===== config.mk =====
export PLATFORM = sky130hd
export DESIGN_NAME = bucket_size_statistics_scan_core
export DESIGN_NICKNAME = d
export VERILOG_FILES = /design/src/hdl/bss_pkg.sv /design/src/hdl/bss_border.sv /design/src/hdl/bss_stats.sv /design/src/hdl/bucket_size_statistics_scan_core.sv
export SDC_FILE = /design/constraint.sdc
export NUM_CORES = 1
export LEC_CHECK = 0
export BUFFER_PORTS_ARGS = -buffer_cell sky130_fd_sc_hd__buf_2
export CAP_MARGIN = 20
export CORE_ASPECT_RATIO = 2
export CORE_MARGIN = 4
export CORE_UTILIZATION = 51
export CTS_BUF_LIST = sky130_fd_sc_hd__clkbuf_4 sky130_fd_sc_hd__clkbuf_8
export CTS_CLUSTER_SIZE = 8
export DETAILED_ROUTE_END_ITERATION = 6
export PLACE_DENSITY = 0.76
export SETUP_SLACK_MARGIN = 0.1
export SLEW_MARGIN = 5
export SYNTH_ARGS = -nofsm -noshare
export SYNTH_HDL_FRONTEND = slang
export SYNTH_SLANG_ARGS = --single-unit
export TNS_END_PERCENT = 100

===== constraint.sdc =====
create_clock -name clk -period 8.1 [get_ports clk]
set_input_delay 1.215 -clock clk [delete_from_list [all_inputs] [get_ports clk]]
set_output_delay 1.215 -clock clk [all_outputs]
set_load 0.02 [all_outputs]

===== src/hdl/bss_pkg.sv =====
// Package for the bucket size statistics scan: beat types, configuration and register indexes.
`default_nettype none
package bss_pkg;

  localparam int FIELD_BITS     = 32;
  localparam int SYMBOL_BITS    = 8;
  localparam int CFG_INDEX_BITS = 2;

  // Configuration register indexes
  typedef enum logic [CFG_INDEX_BITS-1:0] {
    REG_ALPHABET_SIZE = 2'd0,
    REG_TOTAL_WIDTH   = 2'd1,
    REG_START_PHASE   = 2'd2
  } cfg_reg_t;

  localparam logic [SYMBOL_BITS-1:0] ALPHABET_RESET = 8'd4;

  typedef struct packed {
    logic [SYMBOL_BITS-1:0] alphabet_size;
    logic [FIELD_BITS-1:0]  total_width;
    logic [SYMBOL_BITS-1:0] start_phase;
  } cfg_t;

  typedef struct packed {
    logic [FIELD_BITS-1:0] left_border;
    logic [FIELD_BITS-1:0] next_border;
    logic [FIELD_BITS-1:0] special_in;
    logic                  first_bucket;
    logic                  last_bucket;
  } in_item_t;

  typedef struct packed {
    logic [FIELD_BITS-1:0] nonspecial_count;
    logic [FIELD_BITS-1:0] special_count;
    logic [FIELD_BITS-1:0] empty_count;
    logic [FIELD_BITS-1:0] max_nonspecial;
    logic [FIELD_BITS-1:0] max_special;
    logic [FIELD_BITS:0]   max_total;
    logic                  last_out;
  } out_item_t;

  // Beat between the border stage and the statistics stage
  typedef struct packed {
    logic [FIELD_BITS-1:0] border_count;
    logic [FIELD_BITS-1:0] special;
    logic                  first;
    logic                  last;
  } border_beat_t;

endpackage
`default_nettype wire


===== src/hdl/bss_border.sv =====
// Input register stage: masks the counts and registers the saturated border difference.
`default_nettype none
module bss_border (
  input  wire logic                              clk,
  input  wire logic                              rst,
  input  wire logic                              in_valid,
  output logic                                   in_ready,
  input  wire bss_pkg::in_item_t                 in_data,
  input  wire bss_pkg::cfg_t                     cfg,
  input  wire logic [bss_pkg::FIELD_BITS-1:0]    count_mask,
  output logic                                   beat_valid,
  output bss_pkg::border_beat_t                  beat,
  input  wire logic                              beat_take
);

  logic [bss_pkg::FIELD_BITS-1:0] left;
  logic [bss_pkg::FIELD_BITS-1:0] right;
  logic                           no_right;
  bss_pkg::border_beat_t          beat_next;

  assign in_ready = !beat_valid || beat_take;

  // Pick the right border: total width for the last bucket, else the next border
  always_comb begin
    left     = in_data.left_border & count_mask;
    right    = in_data.last_bucket ? (cfg.total_width & count_mask)
                                   : (in_data.next_border & count_mask);
    no_right = !in_data.last_bucket && (right == '0);
    beat_next.border_count = (no_right || (right < left)) ? '0 : (right - left);
    beat_next.special      = in_data.special_in & count_mask;
    beat_next.first        = in_data.first_bucket;
    beat_next.last         = in_data.last_bucket;
  end

  // Hold the beat until the statistics stage takes it
  always_ff @(posedge clk) begin
    if (rst) begin
      beat_valid <= 1'b0;
    end else if (in_ready) begin
      beat_valid <= in_valid;
    end
  end

  always_ff @(posedge clk) begin
    if (in_valid && in_ready) begin
      beat <= beat_next;
    end
  end

endmodule
`default_nettype wire


===== src/hdl/bss_stats.sv =====
// Statistics stage: phase counter, special subtraction, running maxima and result register.
`default_nettype none
module bss_stats (
  input  wire logic                   clk,
  input  wire logic                   rst,
  input  wire bss_pkg::cfg_t          cfg,
  input  wire logic                   beat_valid,
  input  wire bss_pkg::border_beat_t  beat,
  output logic                        beat_take,
  output logic                        out_valid,
  input  wire logic                   out_ready,
  output bss_pkg::out_item_t          out_data
);

  localparam int FB = bss_pkg::FIELD_BITS;
  localparam int SB = bss_pkg::SYMBOL_BITS;

  logic [SB-1:0] phase, phase_next, phase_base, asz;
  logic [SB:0]   phase_inc;
  logic          wrap;
  logic [FB-1:0] empty_total, empty_next, empty_base;
  logic [FB-1:0] max_ns, max_ns_next, max_ns_base;
  logic [FB-1:0] max_sp, max_sp_next, max_sp_base;
  logic [FB:0]   max_tot, max_tot_next, max_tot_base;
  logic [FB-1:0] ns, sp;
  logic [FB:0]   tot;
  logic          fire;

  assign beat_take = !out_valid || out_ready;
  assign fire      = beat_valid && beat_take;

  // Work out the bucket counts and the updated statistics
  always_comb begin
    asz        = (cfg.alphabet_size == '0) ? {{(SB-1){1'b0}}, 1'b1} : cfg.alphabet_size;
    phase_base = beat.first ? cfg.start_phase : phase;
    phase_inc  = {1'b0, phase_base} + {{SB{1'b0}}, 1'b1};
    wrap       = phase_inc >= {1'b0, asz};
    phase_next = wrap ? '0 : phase_inc[SB-1:0];

    sp  = wrap ? beat.special : '0;
    ns  = (!wrap) ? beat.border_count
        : ((beat.border_count < beat.special) ? '0 : (beat.border_count - beat.special));
    tot = {1'b0, ns} + {1'b0, sp};

    empty_base   = beat.first ? '0 : empty_total;
    max_ns_base  = beat.first ? {{(FB-1){1'b0}}, 1'b1} : max_ns;
    max_sp_base  = beat.first ? {{(FB-1){1'b0}}, 1'b1} : max_sp;
    max_tot_base = beat.first ? {{FB{1'b0}}, 1'b1} : max_tot;

    empty_next   = (tot == '0) ? (empty_base + {{(FB-1){1'b0}}, 1'b1}) : empty_base;
    max_ns_next  = (ns > max_ns_base) ? ns : max_ns_base;
    max_sp_next  = (sp > max_sp_base) ? sp : max_sp_base;
    max_tot_next = (tot > max_tot_base) ? tot : max_tot_base;
  end

  // Advance the scan state on each beat taken
  always_ff @(posedge clk) begin
    if (rst) begin
      phase       <= '0;
      empty_total <= '0;
      max_ns      <= {{(FB-1){1'b0}}, 1'b1};
      max_sp      <= {{(FB-1){1'b0}}, 1'b1};
      max_tot     <= {{FB{1'b0}}, 1'b1};
    end else if (fire) begin
      phase       <= phase_next;
      empty_total <= empty_next;
      max_ns      <= max_ns_next;
      max_sp      <= max_sp_next;
      max_tot     <= max_tot_next;
    end
  end

  // Result register
  always_ff @(posedge clk) begin
    if (rst) begin
      out_valid <= 1'b0;
    end else if (beat_take) begin
      out_valid <= beat_valid;
    end
  end

  always_ff @(posedge clk) begin
    if (fire) begin
      out_data.nonspecial_count <= ns;
      out_data.special_count    <= sp;
      out_data.empty_count      <= empty_next;
      out_data.max_nonspecial   <= max_ns_next;
      out_data.max_special      <= max_sp_next;
      out_data.max_total        <= max_tot_next;
      out_data.last_out         <= beat.last;
    end
  end

`ifndef SYNTHESIS
  a_state_holds_on_stall: assert property (@(posedge clk) disable iff (rst)
    (!beat_take) |=> ($stable(phase) && $stable(empty_total) && $stable(max_tot)))
    else $error("scan state moved while the result was stalled");

  a_phase_clears_on_wrap: assert property (@(posedge clk) disable iff (rst)
    (fire && wrap) |=> (phase == '0))
    else $error("phase not cleared after a wrap");

  a_first_restarts_empty: assert property (@(posedge clk) disable iff (rst)
    (fire && beat.first) |=> (empty_total <= {{(FB-1){1'b0}}, 1'b1}))
    else $error("empty count not restarted by a first bucket");

  a_total_bounds_parts: assert property (@(posedge clk) disable iff (rst)
    (max_tot >= {1'b0, max_ns}) && (max_tot >= {1'b0, max_sp}))
    else $error("maximum total below a partial maximum");
`endif

endmodule
`default_nettype wire


===== src/hdl/bucket_size_statistics_scan_core.sv =====
// Top level of the bucket size statistics scan: configuration registers and the two stages.
`default_nettype none
// Takes one bucket beat per cycle unless stalled and returns one result beat per bucket.
// The border stage registers the saturated border difference; the statistics stage
// applies the phase counter, the special subtraction and the running maxima and holds
// the result register. Sustained rate is one bucket per cycle unless stalled, set by the
// single pass through the statistics stage. Configuration is written through
// cfg_we/cfg_index/cfg_data while the block is idle, a duty of the user that the block
// does not enforce; a first_bucket beat restarts the statistics and loads start_phase.
module bucket_size_statistics_scan_core #(
  parameter int COUNT_BITS = 32
) (
  input  wire logic                                  clk,
  input  wire logic                                  rst,
  input  wire logic                                  cfg_we,
  input  wire logic [bss_pkg::CFG_INDEX_BITS-1:0]    cfg_index,
  input  wire logic [bss_pkg::FIELD_BITS-1:0]        cfg_data,
  input  wire logic                                  in_valid,
  output logic                                       in_ready,
  input  wire bss_pkg::in_item_t                     in_data,
  output logic                                       out_valid,
  input  wire logic                                  out_ready,
  output bss_pkg::out_item_t                         out_data
);

  localparam int MaskBits = (COUNT_BITS < bss_pkg::FIELD_BITS) ? COUNT_BITS
                                                               : bss_pkg::FIELD_BITS;
  localparam logic [bss_pkg::FIELD_BITS:0] MaskWide =
    ({{bss_pkg::FIELD_BITS{1'b0}}, 1'b1} << MaskBits) - 1;
  localparam logic [bss_pkg::FIELD_BITS-1:0] CountMask = MaskWide[bss_pkg::FIELD_BITS-1:0];

  bss_pkg::cfg_t         cfg;
  bss_pkg::border_beat_t beat;
  logic                  beat_valid;
  logic                  beat_take;

  // Configuration registers
  always_ff @(posedge clk) begin
    if (rst) begin
      cfg.alphabet_size <= bss_pkg::ALPHABET_RESET;
      cfg.total_width   <= '0;
      cfg.start_phase   <= '0;
    end else if (cfg_we) begin
      unique case (cfg_index)
        bss_pkg::REG_ALPHABET_SIZE: cfg.alphabet_size <= cfg_data[bss_pkg::SYMBOL_BITS-1:0];
        bss_pkg::REG_TOTAL_WIDTH:   cfg.total_width   <= cfg_data;
        bss_pkg::REG_START_PHASE:   cfg.start_phase   <= cfg_data[bss_pkg::SYMBOL_BITS-1:0];
        default: begin
        end
      endcase
    end
  end

  bss_border u_border (
    .clk        (clk),
    .rst        (rst),
    .in_valid   (in_valid),
    .in_ready   (in_ready),
    .in_data    (in_data),
    .cfg        (cfg),
    .count_mask (CountMask),
    .beat_valid (beat_valid),
    .beat       (beat),
    .beat_take  (beat_take)
  );

  bss_stats u_stats (
    .clk        (clk),
    .rst        (rst),
    .cfg        (cfg),
    .beat_valid (beat_valid),
    .beat       (beat),
    .beat_take  (beat_take),
    .out_valid  (out_valid),
    .out_ready  (out_ready),
    .out_data   (out_data)
  );

endmodule
`default_nettype wire

==> out/metrics.csv <==
metric,value,unit
clk_pin_slew_worst_paths,0.06,ns
fp.dieH,328,µm
worst_pin_slew,1.06,ns
rows,117,
synthesis.nets,3069,
synth-main-ff-cell,edfxtp_1,
viasPerCell,5.99,
ys_ff_latch,447,
grt_max_degree,93,
num_vias,23043,
fin_tns_setup,0,ns
ant_nets,0,
antenna_found_initial,5,
grt_pass1_wl,132000,µm
use_met1,32.2,%
die_area,0.0552,mm²
async_reset_ff_share,0,%
fin_cells,3845,
reg2reg_slack,0.51,ns
use_met3,5.56,%
outcome,"finished, final reports clean",
setup_ws,0.508,ns
drive_gt1_share,21.8,%
numCtsBuffers,71,
hpwl,69300,µm
finalPower,0.00693,W
dr.pass1.iters,6,
avgSynthCellArea,9.60,µm²
finClkSkew,0.0227,ns
ios,333,
use_met2,54.2,%
period_share,93.7,%
yosysSeqAreaShare,44.2,%
h-tree-depth,3,
routed_wl,87700,µm
hold_path_class,register to register,
slowest_delay,0.48,ns
fmax,0.132,GHz
critPathCaptureType,register,
syn_to_final_growth,17.4,%
routedWlPerCell,22.8,µm
leakage,13.3,nW
path_common_cell,a21o_1,
core,0.0508,mm²
top_usage_layer,met2,
p_per_area,226,mW/mm²
grt_pass1_vias,23299,
cap_violations,0,
slew_violations,0,
ys_warn_count,0,
drt-initial-drc-count,1767,
synth_edf_count,260,
cp-start-kind,register,
grt_setup_unrepaired,no,
final_nets,3475,
synth_cell_types,90,
grt_overflow_total,0,
root_buffer,clkbuf_8,
cpMaxStageDelayCell,edfxtp_1,
relSlewSlack,29.0,%
period_needed,7.59,ns
hold_viol,0,
clock-sinks,447,
track_usage,30.9,%
place_inst,3711,
clockBufferDepth,3,
synth_area,0.0262,mm²
setup_viol,0,
start_util,51.5,%
die_x,168,µm
cts_tree,yes,
route.detailed.drc,0,
cp_max_fo,35,
gp_congestion,1.03,
port_buffers,332,
clock_latency,0.63,ns
crit_type,register to register,
cp.arrival,8.15,ns
ir_drop,0.150,mV
required,8.65,ns
detailedPlace.worstSlack,0.0524,ns
synthCells,2726,
cts_hold_buf,0,
==> cells in the mapped netlist (68+ instances only) <==
| cell type | number | area, µm² |
|---|---|---|
| nor2_1 | 217 | 815 |
| a22o_1 | 99 | 867 |
| o21ai_0 | 134 | 671 |
| dfxtp_1 | 187 | 3740 |
| a21o_1 | 87 | 653 |
| edfxtp_1 | 260 | 7810 |
| xnor2_1 | 68 | 596 |
| a21oi_1 | 177 | 886 |
| inv_1 | 145 | 544 |
| clkbuf_1 | 89 | 334 |
| nand2_1 | 323 | 1210 |
| ha_1 | 203 | 2540 |
==> final timing paths <==
path,start,endpoint,cells after the start
worst min-delay path,u_border.beat[0],u_stats.out_data[0],0
worst max register to register,u_border.beat[1],u_stats.max_tot[14],34
worst min register to register,u_border.beat[0],u_stats.out_data[0],0
worst max-delay path,u_border.beat[1],u_stats.max_tot[14],34
==> repair_timing <==
action                                  in CTS  in global routing
hold endpoints to repair                     0                  0
resized for setup                            1                 16
gates cloned                                 0                  1
endpoints found under the setup margin      11                 67
setup buffers                                0                  1
pin swaps                                    0                  1
==> state kept, by name, summed over array words and instances, names as in the netlist, 8 cells and up <==
register,cells
u_stats.phase,8
cfg,48
u_border.beat,66
u_stats.empty_total,32
u_stats.max_sp,32
u_stats.max_tot,33
u_stats.max_ns,32
u_stats.out_data,194
==> placed cells by master, fill, tap and decap left out, types with 123 or more instances in the layout <==
cell	netlist	layout
buf_2	17	332
nand2_1	323	322
edfxtp_1	260	260
nor2_1	217	217
ha_1	203	202
dfxtp_1	187	187
a21oi_1	177	176
inv_1	145	144
o21ai_0	134	130
buf_4	3	123
==> cell type report <==
type,instances,area [µm²]
multi-input combinational,2004,13600
sequential,447,11600
antenna,2,5.00
fill,4430,20100
clock buffer,118,1370
inverter,146,556
clock inverter,12,66.3
timing repair buffer,462,2700
tap,654,818
==> per-stage QoR <==
step	hold WS (ns)	cell area [µm²]	utilization [%]
floorplan	0.400	26200	-
global placement	0.405	29200	57.4
detailed placement	0.443	29200	57.4
CTS	0.447	30600	60.3
global route	0.448	30700	60.4
finish	0.435	30700	60.4
==> routing by layer <==
metal	vias to the layer above	part of all wire [%]	wire, µm
li1	10806	-	-
met1	10868	34	29900
met2	1045	50	43800
met3	324	6.6	5830
met4	0	9.2	8100
met5	-	0	0
==> critical path, delay by kind of cell, from the launching register on <==
family,cells,cell delay [ns]
xor+xnor,1,0.17
fa+ha+maj,4,1.31
buf+inv,7,1.16
simple gates,3,0.54
flops,1,0.48
compound gates,17,3.23
mux,2,0.63
==> power breakdown <==
part / internal (W) / switching (W)
registers: 0.00262 / 0.0000813
logic: 0.000857 / 0.00142
clock network: 0.00107 / 0.000892
==> cells by family (layout without fill, tap and decap cells) <==
logic type | Yosys count | after routing | share of synthesized area (%)
AOI/OAI and AO/OA | 739 | 739 | 19.3
adders and majority gates | 206 | 206 | 9.94
and+or+nand+nor | 869 | 869 | 15.5
muxes | 89 | 89 | 3.58
xor gates and xnor gates | 101 | 101 | 3.38
DFF | 447 | 447 | 44.2
buffers and inverters | 275 | 738 | 4.16
other | 0 | 2 | 0
Power figures use the tool's default switching activity.
